### src/sv/hsfc_pkg.sv
// ----------------------------------------------------------------------------
// hsfc_pkg
// Shared constants for the half/single float conversion unit.
// ----------------------------------------------------------------------------
package hsfc_pkg;

  localparam logic FuncNarrow = 1'b0;
  localparam logic FuncWiden  = 1'b1;

  localparam logic [15:0] HalfExpAll  = 16'h7c00;
  localparam logic [8:0]  Rebias      = 9'd112;
  localparam logic [7:0]  WidenSubExp = 8'd113;

endpackage

### src/sv/hsfc_core.sv
// ----------------------------------------------------------------------------
// hsfc_core
// Combinational conversion between binary32 and binary16 encodings.
// ----------------------------------------------------------------------------
module hsfc_core (
  input  logic        func_i,
  input  logic [31:0] operand_i,
  output logic [31:0] converted_o
);
  import hsfc_pkg::*;

  logic [15:0] half_res;
  logic [31:0] single_res;

  // Narrowing: binary32 to binary16, rounding half away from zero.
  logic [15:0] n_sign;
  logic [7:0]  n_exp8;
  logic [22:0] n_mant;
  logic signed [9:0] n_exp;
  logic [23:0] n_sub_mant;
  logic [4:0]  n_shift;
  logic [24:0] n_rounded;
  logic [24:0] n_norm_rnd;
  logic [9:0]  n_nan_mant;
  logic signed [9:0] n_exp_inc;

  always_comb begin
    n_sign     = {operand_i[31], 15'd0};
    n_exp8     = operand_i[30:23];
    n_mant     = operand_i[22:0];
    n_exp      = $signed({2'b00, n_exp8}) - $signed({1'b0, Rebias});
    n_shift    = 5'(10'sd1 - n_exp);
    n_sub_mant = {1'b1, n_mant} >> n_shift;
    n_rounded  = {1'b0, n_sub_mant} + (n_sub_mant[12] ? 25'h2000 : 25'd0);
    n_norm_rnd = {2'b00, n_mant} + (n_mant[12] ? 25'h2000 : 25'd0);
    n_exp_inc  = n_exp + (n_norm_rnd[23] ? 10'sd1 : 10'sd0);
    n_nan_mant = n_mant[22:13];
    if (n_exp <= 10'sd0) begin
      if (n_exp < -10'sd10) half_res = n_sign;
      else half_res = n_sign | {4'd0, n_rounded[24:13]};
    end else if (n_exp8 == 8'hff) begin
      half_res = n_sign | HalfExpAll | {6'd0, n_nan_mant}
               | {15'd0, (n_mant != 23'd0) && (n_nan_mant == 10'd0)};
    end else if (n_exp_inc > 10'sd30) begin
      half_res = n_sign | HalfExpAll;
    end else begin
      half_res = n_sign | {1'b0, n_exp_inc[4:0],
                           (n_norm_rnd[23] ? 10'd0 : n_norm_rnd[22:13])};
    end
  end

  // Widening: binary16 to binary32, exact; subnormals are normalised.
  logic [4:0] w_exp;
  logic [9:0] w_mant;
  logic [3:0] w_lz;
  logic [9:0] w_norm;

  always_comb begin
    w_exp  = operand_i[14:10];
    w_mant = operand_i[9:0];
    w_lz   = 4'd0;
    for (int i = 0; i < 10; i++) begin
      if (w_mant[i]) w_lz = 4'(9 - i);
    end
    w_norm = 10'(w_mant << (w_lz + 4'd1));
    if (w_exp == 5'h1f) begin
      single_res = {operand_i[15], 8'hff, w_mant, 13'd0};
    end else if (w_exp == 5'd0) begin
      if (w_mant == 10'd0) single_res = {operand_i[15], 31'd0};
      else single_res = {operand_i[15], WidenSubExp - 8'(w_lz) - 8'd1, w_norm, 13'd0};
    end else begin
      single_res = {operand_i[15], 8'({3'd0, w_exp} + Rebias[7:0]), w_mant, 13'd0};
    end
  end

  assign converted_o = (func_i == FuncWiden) ? single_res : {16'd0, half_res};

endmodule

### src/sv/half_single_float_convert_unit.sv
// ----------------------------------------------------------------------------
// half_single_float_convert_unit
// Converts one IEEE value per item between binary32 and binary16.
// ----------------------------------------------------------------------------
//  Channel | Direction | Signals
//  input   | in        | in_valid_i, in_stall_o, func_i, operand_i
//  output  | out       | out_valid_o, out_stall_i, converted_o
//
// Each item passes through an input register, the conversion logic and a
// result register; one item may enter per cycle unless the output stalls.
// The reset clears only the valid flags; payload registers are not reset.
// A stall on the output backs up through both stages; an item is taken
// whenever the input stage is empty or moving forward.
module half_single_float_convert_unit (
  input  logic        clk_i,
  input  logic        rst_ni,
  input  logic        in_valid_i,
  output logic        in_stall_o,
  input  logic        func_i,
  input  logic [31:0] operand_i,
  output logic        out_valid_o,
  input  logic        out_stall_i,
  output logic [31:0] converted_o
);
  import hsfc_pkg::*;

  logic        s1_valid_q, s2_valid_q;
  logic        func_q;
  logic [31:0] operand_q, converted_q, conv_d;
  logic        s2_move, s1_move;

  // Result stage advances when empty or taken; input stage follows.
  assign s2_move    = !s2_valid_q || !out_stall_i;
  assign s1_move    = !s1_valid_q || s2_move;
  assign in_stall_o = !s1_move;

  hsfc_core u_core (
    .func_i     (func_q),
    .operand_i  (operand_q),
    .converted_o(conv_d)
  );

  always_ff @(posedge clk_i or negedge rst_ni) begin
    if (!rst_ni) begin
      s1_valid_q <= 1'b0;
      s2_valid_q <= 1'b0;
    end else begin
      if (s1_move) s1_valid_q <= in_valid_i;
      if (s2_move) s2_valid_q <= s1_valid_q;
    end
  end

  always_ff @(posedge clk_i) begin
    if (s1_move && in_valid_i) begin
      func_q    <= func_i;
      operand_q <= operand_i;
    end
    if (s2_move && s1_valid_q) converted_q <= conv_d;
  end

  assign out_valid_o = s2_valid_q;
  assign converted_o = converted_q;

  // A stalled result must keep its data.
  assert property (@(posedge clk_i) disable iff (!rst_ni)
    out_valid_o && out_stall_i |=> out_valid_o && $stable(converted_o))
    else $error("stalled result changed");
  // Input stall only arises with both stages full.
  assert property (@(posedge clk_i) disable iff (!rst_ni)
    in_stall_o |-> s1_valid_q && s2_valid_q && out_stall_i)
    else $error("spurious input stall");
  // A narrowed result leaves the upper half clear.
  assert property (@(posedge clk_i) disable iff (!rst_ni)
    s1_valid_q && func_q == FuncNarrow |-> conv_d[31:16] == 16'd0)
    else $error("narrow upper bits set");

endmodule

### config.mk
export PLATFORM = sky130hd
export DESIGN_NAME = half_single_float_convert_unit
export DESIGN_NICKNAME = d
export VERILOG_FILES = /design/src/sv/hsfc_pkg.sv /design/src/sv/hsfc_core.sv /design/src/sv/half_single_float_convert_unit.sv
export SDC_FILE = /design/constraint.sdc
export NUM_CORES = 1
export LEC_CHECK = 0
export ABC_CLOCK_PERIOD_IN_PS = 9800
export BUFFER_PORTS_ARGS = -buffer_cell sky130_fd_sc_hd__buf_4
export CAP_MARGIN = 20
export CORE_ASPECT_RATIO = 2
export CORE_UTILIZATION = 45
export CTS_BUF_LIST = sky130_fd_sc_hd__clkbuf_2 sky130_fd_sc_hd__clkbuf_4 sky130_fd_sc_hd__clkbuf_8
export DETAILED_ROUTE_END_ITERATION = 7
export PLACE_DENSITY = 0.75
export SETUP_SLACK_MARGIN = 0.3
export SKIP_CTS_REPAIR_TIMING = 1
export SYNTH_ARGS = -nofsm -noshare
export SYNTH_HDL_FRONTEND = slang
export SYNTH_HIERARCHICAL = 1
export SYNTH_SLANG_ARGS = --single-unit
### constraint.sdc
create_clock -name clk_i -period 9.8 [get_ports clk_i]
set_input_delay 0 -clock clk_i [delete_from_list [all_inputs] [get_ports clk_i]]
set_output_delay 0 -clock clk_i [all_outputs]
set_load 0.1 [all_outputs]
==> results.ini <==
[yosys]
ys_top_cells_by_area=edfxtp_1, ha_1, nor2_1
async_reset_ff_share_pct=2.99
ys_seq_area_share_pct=41.4
netlist_area_um2=4840
yosysTopAreaCell=edfxtp_1
synth_cell_types=82
synth_edf_count=65
synth_nets=545
ys_warn_count=6
yosysTopAreaCellShare_pct=40.4
synth_ff_type=edfxtp_1
synth_seq_cells=67
synth_area_per_cell_um2=9.79
syn_inst=494

[worst_setup_path]
worstPathMaxFanout=9
critPathKind=register to register
worst_r2r_path_depth=11
r2r-start=operand_q[15]
arrival_ns=4.25
endpoint_kind=register
cp_data_required_time_ns=9.98
reg2reg_slack_ns=5.73
worstPathCellList=and4_1, and3_1, and4_1, ha_1, ha_1, nand4_1, mux2i_1, o2bb2ai_1, a2111oi_2, nor2_1, o32ai_2
start_kind=register
rr_endpoint=converted_o[3]
cp-endpoint=converted_o[3]
slowest_delay_ns=0.68
cpMaxStageDelayCell=a2111oi_2
crit_path_start=operand_q[15]

[clock_network]
ctsHtreeMaxLevel=3
cts_sinks=67
cts_tree=built
ctsLongestPathBuffers=2
clkLatencyLatePin_ns=0.37
root_buffer=clkbuf_8
numCtsBuffers=9
clkSlewWorstSetupHoldPaths_ns=0.09

[detailed_routing]
drc=0
vias_per_cell=6.42
routed_wl_mm=15.0
wl_per_cell_um=20.7
drtIter0Drc=534
vias=4654
antenna_left=0
dr.pass1.iters=6

[grt]
grt_pass1_vias=4321
grt_pass1_wl_mm=22.2
grt_overflow_total=0
antenna_found_initial=0
grt_usage_pct=27.1
grt_max_degree=34

[sta]
setup-violations-final=0
fin_skew_ns=0.0208
min_period_ns=4.07
finalMaxSlewViolations=0
tns_ns=0
clock.fmax_ghz=0.246
hold_violations=0
holdWs_ns=0.352
tightest_slew_ns=0.826
relSlewSlack_pct=44.5
timing.final.crit_share_pct=41.5
rsz0062_at_grt=false

[pwr]
p_leak_nw=2.33
switching_share_pct=34.7
p_sw_uw=332
power_uw=956
p_int_uw=624
p_seq_share_pct=38.2
power_density_nw_per_um2=157
pwr-share-comb_pct=29.4
pwr-share-clk_pct=32.3
irDropWorstVdd_v=0.0000982

[placed_design]
gp_congestion=1.07
hpwl_mm=10.7
portBuffers=70
dpl_cell_area_um2=5410

[floorplanning]
pin_count=71
rows=53
coreArea_um2=10500
dieArea_um2=11200
die_h_um=149
die-width_um=75.3
start_util_pct=46.2

[final_layout]
num_antenna_cells=0
final_core_util_pct=58.0
stdcell_area_um2=6080
syn_to_final_growth_pct=25.6
final_nets=634
drive_gt1_share_pct=20.6

[flow_run]
max_cap_viol_count=0

[hold_path]
hold_class=primary input to register

[status]
status=completed

[layout by cell type, fill, tap and decap left out, types with 4 or more instances in the layout]
cell type	n
or2_2	4
ha_1	14
dlygate4sd3_1	38
o211ai_1	8
nand3_1	18
inv_1	16
mux2i_1	11
nand4_1	10
nor2_1	43
mux4_2	4
o21a_1	5
xnor2_1	9
nor3_1	10
nor2b_1	10
and2_1	9
a211oi_1	7
o22ai_1	8
a311o_1	4
and3_1	8
o21ai_0	17
o2bb2ai_1	4
mux2_2	7
nand2_1	37
a31oi_1	10
clkbuf_8	9
buf_4	73
nor4_1	6
bufinv_16	4
edfxtp_1	65
a21oi_1	26
xor2_1	8
nand2b_1	5
[cell families after synthesis]
logic type      count (synthesis)  synth area share [%]
simple gates                  187                  21.0
compound gates                133                  19.8
flops                          67                  41.4
buf+inv                        51                  4.53
mux                            24                  6.31
xor+xnor                       18                  3.42
fa+ha+maj                      14                  3.62
[layer usage]
| metal | share of wire (%) | wire [µm] | GRT usage, % |
|---|---|---|---|
| met1 | 31 | 4710 | 25.4 |
| met2 | 55 | 8280 | 49.8 |
| met3 | 5.7 | 860 | 5.56 |
| met4 | 7.7 | 1160 | 18.2 |
| met5 | 0 | 0 | 0 |
[power by group through the flow]
stage	Sequential (mW)	Clock, mW	Combinational (mW)
after floorplan	0.442	0	0.122
after global placement	0.371	0	0.256
after detailed placement	0.371	0	0.260
after CTS	0.365	0.311	0.261
after global routing	0.369	0.322	0.294
final	0.366	0.309	0.281
[flip-flops by register name, summed over array words and instances (netlist names)]
name,flops
converted_o,32
func_q,1
operand_q,32
out_valid_o,1
s1_valid_q,1
[final cells by class]
| cell class | count | area (µm²) |
|---|---|---|
| flip-flops and latches | 67 | 2000 |
| multi-input cells | 376 | 2630 |
| clock inverters | 7 | 140 |
| inverters | 17 | 63.8 |
| clock buffers | 9 | 124 |
| well taps | 137 | 171 |
| repair buffers | 112 | 948 |
| fillers | 913 | 4400 |
[synth_stat cells (8+ instances only)]
cell	number
mux2i_1	11
a21oi_1	26
o211ai_1	8
clkbuf_1	21
ha_1	14
o22ai_1	8
edfxtp_1	65
and2_1	9
nand4_1	10
nor3_1	10
nor2_1	43
nor2b_1	10
xnor2_1	9
o21ai_0	17
xor2_1	8
nand2_1	37
nand3_1	18
buf_2	10
a31oi_1	10
inv_1	16
and3_1	8
[how the worst min path moves through the flow]
stage	from	endpoint	slack [ns]	cells past startpoint
6_report	operand_i[22]	operand_q[22]	0.35	2
3_5_place_dp	rst_ni	s1_valid_q	-0.22	1
2_1_floorplan	rst_ni	out_valid_o	-0.30	0
4_1_cts	rst_ni	s1_valid_q	-0.60	1
5_1_grt	operand_i[1]	operand_q[1]	0.35	2
3_3_place_gp	rst_ni	out_valid_o	-0.22	1
[critical path: cells and delay by family, from the launching register on]
family          cells  cell delay (ns)
compound gates      3             1.16
simple gates        5             1.32
flops               1             0.51
mux                 1             0.38
fa+ha+maj           2             0.50
[per-stage QoR]
step	worst slack [ns]	cells
floorplan	6.05	494
global placement	6.21	670
detailed placement	6.05	670
CTS	6.03	686
global route	5.60	725
finish	5.73	725
No activity file was read; power rests on OpenSTA's default activity.
